[src/design/atce_pkg.sv]
package atce_pkg;

  localparam int MAX_ROW_COUNT    = 80;
  localparam int MAX_COL_COUNT    = 160;
  localparam int SEQ_BUFFER_BYTES = 64;

  localparam int ROW_W       = 7;
  localparam int COL_W       = 8;
  localparam int CODE_W      = 16;
  localparam int STORE_DEPTH = MAX_ROW_COUNT * MAX_COL_COUNT;
  localparam int ADDR_W      = $clog2(STORE_DEPTH);
  localparam int CNT_W       = $clog2(SEQ_BUFFER_BYTES);
  localparam int PADDR_W     = 3;
  localparam int PDATA_W     = 32;

  localparam int MIN_COLS   = 20;
  localparam int MIN_ROWS   = 8;
  localparam int RESET_COLS = 100;
  localparam int RESET_ROWS = 32;

  // register indexes (paddr[2])
  localparam logic REG_COLS = 1'b0;
  localparam logic REG_ROWS = 1'b1;

  // character codes
  localparam logic [15:0] CH_BEL    = 16'h0007;
  localparam logic [15:0] CH_BS     = 16'h0008;
  localparam logic [15:0] CH_LF     = 16'h000a;
  localparam logic [15:0] CH_CR     = 16'h000d;
  localparam logic [15:0] CH_ESC    = 16'h001b;
  localparam logic [15:0] CH_SPACE  = 16'h0020;
  localparam logic [15:0] CH_LBRACK = 16'h005b;
  localparam logic [15:0] CH_RBRACK = 16'h005d;
  localparam logic [15:0] CH_BSLASH = 16'h005c;
  localparam logic [15:0] CH_LOW_C  = 16'h0063;
  localparam logic [15:0] FINAL_LO  = 16'h0040;
  localparam logic [15:0] FINAL_HI  = 16'h007e;
  localparam logic [7:0]  CH_ZERO   = 8'h30;
  localparam logic [7:0]  CH_NINE   = 8'h39;
  localparam logic [7:0]  CH_SEMI   = 8'h3b;

  // CSI final bytes
  localparam logic [7:0] CSI_UP    = 8'h41;
  localparam logic [7:0] CSI_DOWN  = 8'h42;
  localparam logic [7:0] CSI_RIGHT = 8'h43;
  localparam logic [7:0] CSI_LEFT  = 8'h44;
  localparam logic [7:0] CSI_POS   = 8'h48;
  localparam logic [7:0] CSI_POS_F = 8'h66;
  localparam logic [7:0] CSI_ED    = 8'h4a;
  localparam logic [7:0] CSI_EL    = 8'h4b;
  localparam logic [7:0] CSI_SAVE  = 8'h73;
  localparam logic [7:0] CSI_REST  = 8'h75;

  typedef enum logic [2:0] {
    MODE_NORMAL, MODE_ESC, MODE_CSI, MODE_OSC, MODE_OSC_ESC
  } mode_t;

  typedef enum logic [2:0] {
    PH_FIRST_NONE, PH_FIRST_DIG, PH_SECOND_NONE, PH_SECOND_DIG, PH_DONE
  } phase_t;

  typedef enum logic [3:0] {
    S_INIT, S_IDLE, S_DECODE, S_FINISH, S_LF, S_PUT, S_SCR_RD, S_SCR_WR,
    S_BLANK, S_CLEAR, S_ERASE, S_RD, S_RD_CAP, S_DONE
  } state_t;

  typedef enum logic [3:0] {
    CMD_NONE, CMD_LATCH, CMD_DECODE, CMD_FINISH, CMD_LF, CMD_PUT, CMD_SCR_RD,
    CMD_SCR_WR, CMD_BLANK, CMD_CLEAR, CMD_ERASE, CMD_RD, CMD_RD_CAP, CMD_OUT
  } cmd_t;

  typedef enum logic [2:0] {
    OP_NONE, OP_READ, OP_LF, OP_PUT, OP_CLEAR, OP_FINISH
  } op_t;

  typedef struct packed {
    op_t  dec_op;
    logic wrap_first;
    logic lf_scroll;
    logic put_wraps;
    logic fin_clear;
    logic fin_erase;
    logic x_last;
    logic scr_last;
    logic clr_last;
  } status_t;

  typedef struct packed {
    logic              kind;
    logic [CODE_W-1:0] code;
    logic [ROW_W-1:0]  read_row;
    logic [COL_W-1:0]  read_col;
  } in_item_t;

  typedef struct packed {
    logic [CODE_W-1:0] cell_code;
    logic [COL_W-1:0]  cursor_col;
    logic [ROW_W-1:0]  cursor_row;
  } out_item_t;

  typedef struct packed {
    logic               en;
    logic               idx;
    logic [PDATA_W-1:0] data;
  } cfg_wr_t;

endpackage

[src/design/atce_ctrl.sv]
module atce_ctrl (
  input  logic             clk,
  input  logic             rst,
  input  logic             in_valid,
  input  logic             out_stall,
  input  atce_pkg::status_t status,
  output atce_pkg::cmd_t   cmd,
  output logic             in_stall,
  output logic             out_valid
);

  atce_pkg::state_t state, state_next;
  logic pending_put, pending_put_next;
  logic out_valid_next;
  logic out_load;

  always_ff @(posedge clk) begin
    if (rst) begin
      state       <= atce_pkg::S_INIT;
      pending_put <= 1'b0;
      out_valid   <= 1'b0;
    end else begin
      state       <= state_next;
      pending_put <= pending_put_next;
      out_valid   <= out_valid_next;
    end
  end

  assign out_load = (state == atce_pkg::S_DONE) && (!out_valid || !out_stall);
  assign in_stall = (state != atce_pkg::S_IDLE);

  always_comb begin
    out_valid_next = out_valid;
    if (out_load) begin
      out_valid_next = 1'b1;
    end else if (out_valid && !out_stall) begin
      out_valid_next = 1'b0;
    end
  end

  // next state
  always_comb begin
    state_next       = state;
    pending_put_next = pending_put;
    unique case (state)
      atce_pkg::S_INIT: if (status.clr_last) state_next = atce_pkg::S_IDLE;
      atce_pkg::S_IDLE: if (in_valid) state_next = atce_pkg::S_DECODE;
      atce_pkg::S_DECODE: begin
        unique case (status.dec_op)
          atce_pkg::OP_READ:   state_next = atce_pkg::S_RD;
          atce_pkg::OP_LF:     state_next = atce_pkg::S_LF;
          atce_pkg::OP_PUT: begin
            pending_put_next = status.wrap_first;
            state_next = status.wrap_first ? atce_pkg::S_LF : atce_pkg::S_PUT;
          end
          atce_pkg::OP_CLEAR:  state_next = atce_pkg::S_CLEAR;
          atce_pkg::OP_FINISH: state_next = atce_pkg::S_FINISH;
          default:             state_next = atce_pkg::S_DONE;
        endcase
      end
      atce_pkg::S_FINISH: begin
        priority if (status.fin_clear) state_next = atce_pkg::S_CLEAR;
        else if (status.fin_erase) state_next = atce_pkg::S_ERASE;
        else state_next = atce_pkg::S_DONE;
      end
      atce_pkg::S_LF: begin
        priority if (status.lf_scroll) state_next = atce_pkg::S_SCR_RD;
        else if (pending_put) state_next = atce_pkg::S_PUT;
        else state_next = atce_pkg::S_DONE;
      end
      atce_pkg::S_PUT: begin
        pending_put_next = 1'b0;
        state_next = status.put_wraps ? atce_pkg::S_LF : atce_pkg::S_DONE;
      end
      atce_pkg::S_SCR_RD: state_next = atce_pkg::S_SCR_WR;
      atce_pkg::S_SCR_WR:
        state_next = status.scr_last ? atce_pkg::S_BLANK : atce_pkg::S_SCR_RD;
      atce_pkg::S_BLANK:
        if (status.x_last) state_next = pending_put ? atce_pkg::S_PUT : atce_pkg::S_DONE;
      atce_pkg::S_CLEAR: if (status.clr_last) state_next = atce_pkg::S_DONE;
      atce_pkg::S_ERASE: if (status.x_last) state_next = atce_pkg::S_DONE;
      atce_pkg::S_RD:     state_next = atce_pkg::S_RD_CAP;
      atce_pkg::S_RD_CAP: state_next = atce_pkg::S_DONE;
      atce_pkg::S_DONE:   if (out_load) state_next = atce_pkg::S_IDLE;
      default:            state_next = atce_pkg::S_IDLE;
    endcase
  end

  // datapath command
  always_comb begin
    cmd = atce_pkg::CMD_NONE;
    unique case (state)
      atce_pkg::S_INIT:   cmd = atce_pkg::CMD_CLEAR;
      atce_pkg::S_IDLE:   if (in_valid) cmd = atce_pkg::CMD_LATCH;
      atce_pkg::S_DECODE: cmd = atce_pkg::CMD_DECODE;
      atce_pkg::S_FINISH: cmd = atce_pkg::CMD_FINISH;
      atce_pkg::S_LF:     cmd = atce_pkg::CMD_LF;
      atce_pkg::S_PUT:    cmd = atce_pkg::CMD_PUT;
      atce_pkg::S_SCR_RD: cmd = atce_pkg::CMD_SCR_RD;
      atce_pkg::S_SCR_WR: cmd = atce_pkg::CMD_SCR_WR;
      atce_pkg::S_BLANK:  cmd = atce_pkg::CMD_BLANK;
      atce_pkg::S_CLEAR:  cmd = atce_pkg::CMD_CLEAR;
      atce_pkg::S_ERASE:  cmd = atce_pkg::CMD_ERASE;
      atce_pkg::S_RD:     cmd = atce_pkg::CMD_RD;
      atce_pkg::S_RD_CAP: cmd = atce_pkg::CMD_RD_CAP;
      atce_pkg::S_DONE:   if (out_load) cmd = atce_pkg::CMD_OUT;
      default:            cmd = atce_pkg::CMD_NONE;
    endcase
  end

endmodule

[config.mk]
export PLATFORM = sky130hd
export DESIGN_NAME = atce_ctrl
export DESIGN_NICKNAME = d
export VERILOG_FILES = /design/src/design/atce_pkg.sv /design/src/design/atce_ctrl.sv
export SDC_FILE = /design/constraint.sdc
export NUM_CORES = 1
export LEC_CHECK = 0
export BUFFER_PORTS_ARGS = -buffer_cell sky130_fd_sc_hd__buf_2
export CAP_MARGIN = 10
export CORE_MARGIN = 3
export CORE_UTILIZATION = 29
export CTS_CLUSTER_SIZE = 10
export DETAILED_ROUTE_END_ITERATION = 16
export PLACE_DENSITY = 0.53
export SETUP_SLACK_MARGIN = 0.05
export SLEW_MARGIN = 20
export SYNTH_ARGS = -nofsm -noshare
export SYNTH_HDL_FRONTEND = slang
export SYNTH_SLANG_ARGS = --single-unit
[constraint.sdc]
create_clock -name clk -period 1.8 [get_ports clk]
set_input_delay 0.18 -clock clk [delete_from_list [all_inputs] [get_ports clk]]
set_output_delay 0.18 -clock clk [all_outputs]
set_load 0.05 [all_outputs]
==> results.rst <==
.. list-table::
   :header-rows: 1

   * - Metric
     - Value
   * - Worst R2R Setup Slack
     - between 0.15 and 0.2 ns
   * - Capturing instance or port of the critical path
     - cmd[0]
   * - Detailed Routing Iterations Pass 1
     - 4
   * - Unrepaired setup endpoints after global routing
     - false
   * - Post-synthesis xor/xnor area fraction
     - 1.17%
   * - Share of synthesized cell area in and, or, nand and nor gates
     - between 30% and 40%
   * - WL/cell
     - around 14 um
   * - Overall track demand over capacity in global routing
     - approximately 14%
   * - Ratio of final minimum period to clock period
     - between 90 and 100%
   * - Fraction of synthesized area in multiplexers
     - approximately 4%
   * - Power share of the combinational group
     - 47.1%
   * - Number of maximum-capacitance violations
     - 0
   * - Num CTS Buffers
     - 3
   * - Worst r2r path cells
     - 6
   * - Instance count of the mapped netlist
     - 107
   * - Instance count along the most critical hold path
     - 3
   * - Yosys warnings
     - 0
   * - Die X
     - 56.7 um
   * - Count of unique library cells instantiated by Yosys
     - 35
   * - Remaining global-route overflow
     - 0
   * - Worst-skew pair later-pin latency
     - between 0.2 and 0.25 ns
   * - Worst setup path class
     - reg -> out
   * - Cells taking the most area after synthesis
     - sky130_fd_sc_hd__dfxtp_1 16%, sky130_fd_sc_hd__nor2_1 6.0%, sky130_fd_sc_hd__nand2_1 5.5%
   * - Startpoint of the most critical setup path
     - state[1]
   * - Clock Path Buffers
     - 2
   * - Switch share
     - 40.2%
   * - Row cnt
     - 17
   * - Placed insts
     - roughly 150
   * - Worst max-slew margin expressed relative to the limit
     - a little under 70%
   * - Clock tree from TritonCTS
     - built
   * - FF-to-FF Start
     - state[0]
   * - Number of remaining DRC errors
     - 0
   * - Multi-input gate area in the final layout
     - between 500 and 600 um2
   * - Leak Pwr
     - around 0.4 nW
   * - Layout overhead on the synthesized area
     - 26.7%
   * - Number of max-slew violations in the final report
     - 0
   * - ANT cells
     - 0
   * - Antenna-violating nets left
     - 0
   * - Starting density of the core
     - about a third
   * - Share of total power in the clock network
     - between 20% and 30%
   * - Input/output buffers
     - 20
   * - Buffer type at the clock tree root
     - sky130_fd_sc_hd__clkbuf_4
   * - Total net switching power
     - roughly 0.20 mW
   * - Peak per-stage delay on the critical path
     - 0.38 ns
   * - Average cell area after synthesis
     - about 7.0 um2
   * - Share of layout cells above drive strength 1
     - approximately a third
   * - Post-Synth Adder-Cell Area
     - under 10%
   * - Number of global-route vias before repair
     - roughly 820
   * - Estimated wirelength of the detail-placed design
     - ~1700 um
   * - Sequential fraction of the synthesis area
     - approximately 16%
   * - Data arrival, critical path
     - ~1.5 ns
   * - Summed area of non-filler cells in the final layout
     - 945 um2
   * - Max frequency
     - about 600 MHz
   * - Sequential cell fraction of total power
     - 28.8%
   * - Dominant combinational cell family by area after synthesis
     - simple AND/OR/NAND/NOR gates
   * - Number of synthesized register bits
     - 6
   * - Max H-tree Level
     - 1
   * - Synth Area in Compound Gates
     - between 30% and 40%
   * - Critical Path End Type
     - output pin
   * - Number of sinks on the clock net
     - 6
   * - Core outline area
     - about 2300 um2
   * - Placement Cell Area
     - between 900 and 1000 um2
   * - Area share of the largest cell type after synthesis
     - about 16%
   * - Area leader, netlist
     - sky130_fd_sc_hd__dfxtp_1
   * - Final #Nets
     - around 150
   * - Largest driver fanout on the critical path
     - 10
   * - CP Cell Sequence
     - nor2b_1, nand3_2, o21ai_1, nor3_4, clkbuf_4
   * - Via-per-instance ratio
     - ~5.5
   * - Reg clk slew, reported paths
     - approximately 0.05 ns
   * - Initial DRC count
     - 27
   * - Endpoint of the most critical register-to-register path
     - pending_put
   * - Final setup vio count
     - 0
   * - Actual slew at the worst max-slew pin
     - about 0.47 ns
   * - Final Hold Vio Count
     - 0
   * - Post-layout instance count excluding filler cells
     - between 150 and 200
   * - HP Class
     - in -> reg
   * - Wirelength, routed
     - ~2200 um
   * - GPL Wtd Cong
     - 0.864
   * - Period minus WS final
     - ~1.7 ns
   * - Cell type of the slowest stage on the worst timing path
     - sky130_fd_sc_hd__dfxtp_2
   * - Global-route wire length before repair
     - between 3000 and 4000 um
   * - Full die area
     - 3220 um2
   * - Post-synthesis instance area
     - approximately 750 um2
   * - Startpoint of the tightest hold check path
     - out_stall
   * - Pin count of the biggest net entering global routing
     - 12
   * - Status
     - complete, no violations
   * - Crit start category
     - register
   * - Chip Height
     - between 50 and 60 um
   * - Net count after synthesis
     - 124
   * - Required time at the endpoint of the critical path
     - around 1.6 ns
   * - I/O pin count
     - 21
   * - Worst clock skew
     - 0.00570 ns
   * - Number of inserted filler cells in the final layout
     - approximately 240
   * - Power per cell area
     - approximately 530 nW/um2
   * - Int Power
     - ~0.3 mW
   * - Total Power Consumption
     - just over 0.5 mW
   * - Sequential cell area
     - approximately 120 um2
   * - Worst VDD drop
     - roughly 0.00059 V
   * - Initial antenna violation count
     - 0
   * - Number of vias in the routed layout
     - approximately 870
area by class of cell:
| cell class | count | share of cell area (%) |
|---|---|---|
| clock buffer | 3 | 2.38 |
| inverter | 5 | 2.38 |
| multi-input combinational | 88 | 60.7 |
| sequential | 6 | 13.1 |
| tap | 28 | 3.71 |
| timing repair buffer | 27 | 17.7 |
worst max-delay path, delay by kind of cell, from the launching register on:
family	cells	cell delay, ns
flops	1	0.38
compound gates	1	0.22
buf+inv	1	0.21
simple gates	3	0.43
stage by stage:
step / setup TNS [ns] / setup slack [ns] / utilization, % / hold slack (ns)
detailed placement: 0 / 0.157 / 39.3 / 0.463
CTS: 0 / 0.118 / 40.5 / 0.217
global placement: 0 / 0.109 / 39.3 / 0.470
floorplan: -0.0145 / -0.0145 / - / 0.252
finish: 0 / 0.140 / 40.7 / 0.219
global route: 0 / 0.0557 / 40.7 / 0.253
power by group through the flow:
| stage | combinational [mW] | sequential (mW) | clock (mW) |
|---|---|---|---|
| 3_3_place_gp | 0.234 | 0.147 | 0 |
| 4_1_cts | 0.236 | 0.145 | 0.125 |
| 3_5_place_dp | 0.235 | 0.147 | 0 |
| 6_report | 0.237 | 0.145 | 0.122 |
| 2_1_floorplan | 0.178 | 0.143 | 0 |
| 5_1_grt | 0.259 | 0.145 | 0.137 |
per-layer routing:
| layer | global-route usage (%) | share of wire [%] |
|---|---|---|
| met5 | 0 | 0 |
| met4 | 1.02 | 0 |
| met3 | 4.37 | 8.2 |
| met2 | 22.6 | 46 |
| met1 | 19.3 | 46 |
worst min path at each step:
stage,end
2_1_floorplan,pending_put
3_3_place_gp,out_valid
3_5_place_dp,out_valid
4_1_cts,out_valid
5_1_grt,out_valid
6_report,out_valid
cells in the mapped netlist:
library cell / n
sky130_fd_sc_hd__nor2_1: 12
sky130_fd_sc_hd__nand2_1: 11
sky130_fd_sc_hd__o21ai_0: 7
sky130_fd_sc_hd__dfxtp_1: 6
sky130_fd_sc_hd__a31oi_1: 5
sky130_fd_sc_hd__nand3_1: 5
sky130_fd_sc_hd__nor3_1: 5
sky130_fd_sc_hd__a21oi_1: 4
sky130_fd_sc_hd__buf_2: 4
sky130_fd_sc_hd__inv_1: 4
sky130_fd_sc_hd__nor2b_1: 4
sky130_fd_sc_hd__o22ai_1: 4
sky130_fd_sc_hd__mux2i_1: 3
sky130_fd_sc_hd__nand2b_1: 3
sky130_fd_sc_hd__nand4_1: 3
sky130_fd_sc_hd__nor4_1: 3
sky130_fd_sc_hd__a21o_1: 2
sky130_fd_sc_hd__a311oi_1: 2
sky130_fd_sc_hd__buf_6: 2
sky130_fd_sc_hd__ha_1: 2
sky130_fd_sc_hd__o211ai_1: 2
sky130_fd_sc_hd__a2111oi_4: 1
sky130_fd_sc_hd__a211o_1: 1
sky130_fd_sc_hd__a22oi_1: 1
sky130_fd_sc_hd__buf_1: 1
sky130_fd_sc_hd__clkbuf_1: 1
sky130_fd_sc_hd__clkinv_1: 1
sky130_fd_sc_hd__nand2b_4: 1
sky130_fd_sc_hd__nor2_4: 1
sky130_fd_sc_hd__o21ai_2: 1
sky130_fd_sc_hd__o221ai_2: 1
sky130_fd_sc_hd__o2bb2ai_1: 1
sky130_fd_sc_hd__o32ai_1: 1
sky130_fd_sc_hd__or3_1: 1
sky130_fd_sc_hd__xnor2_1: 1
logic make-up (layout without fill, tap and decap cells):
kind of cell / after synthesis / after routing
AND/OR/NAND/NOR: 49 / 49
AO/OA/AOI/OAI: 33 / 33
buffers and inverters: 13 / 35
flip-flops: 6 / 6
multiplexers: 3 / 3
adder cells (fa/ha/maj): 2 / 2
XOR/XNOR: 1 / 1
state kept, by name, summed over array words and instances (netlist names):
register and count:
out_valid 1, state 4, pending_put 1
timing repair:
item	in CTS	in global routing
buffers inserted	0	0
setup endpoints to repair	1	1
hold buffers	0	0
resized for setup	4	2
placed cells by master, fill, tap and decap left out, drive strengths merged:
cell type	count
mux2i	3
a21oi	4
ha	2
nand2	11
a22oi	1
buf	26
o2bb2ai	1
or3	1
o221ai	1
clkbuf	4
o22ai	4
a31oi	5
a311oi	2
nor4	3
a211o	1
inv	4
o32ai	1
xnor2	1
nor2b	4
dfxtp	6
nor2	13
a21o	2
nand4	3
o21ai	8
nor3	5
nand3	5
o211ai	2
clkinvlp	1
a2111oi	1
nand2b	4
No activity file was read; power rests on OpenSTA's default activity.
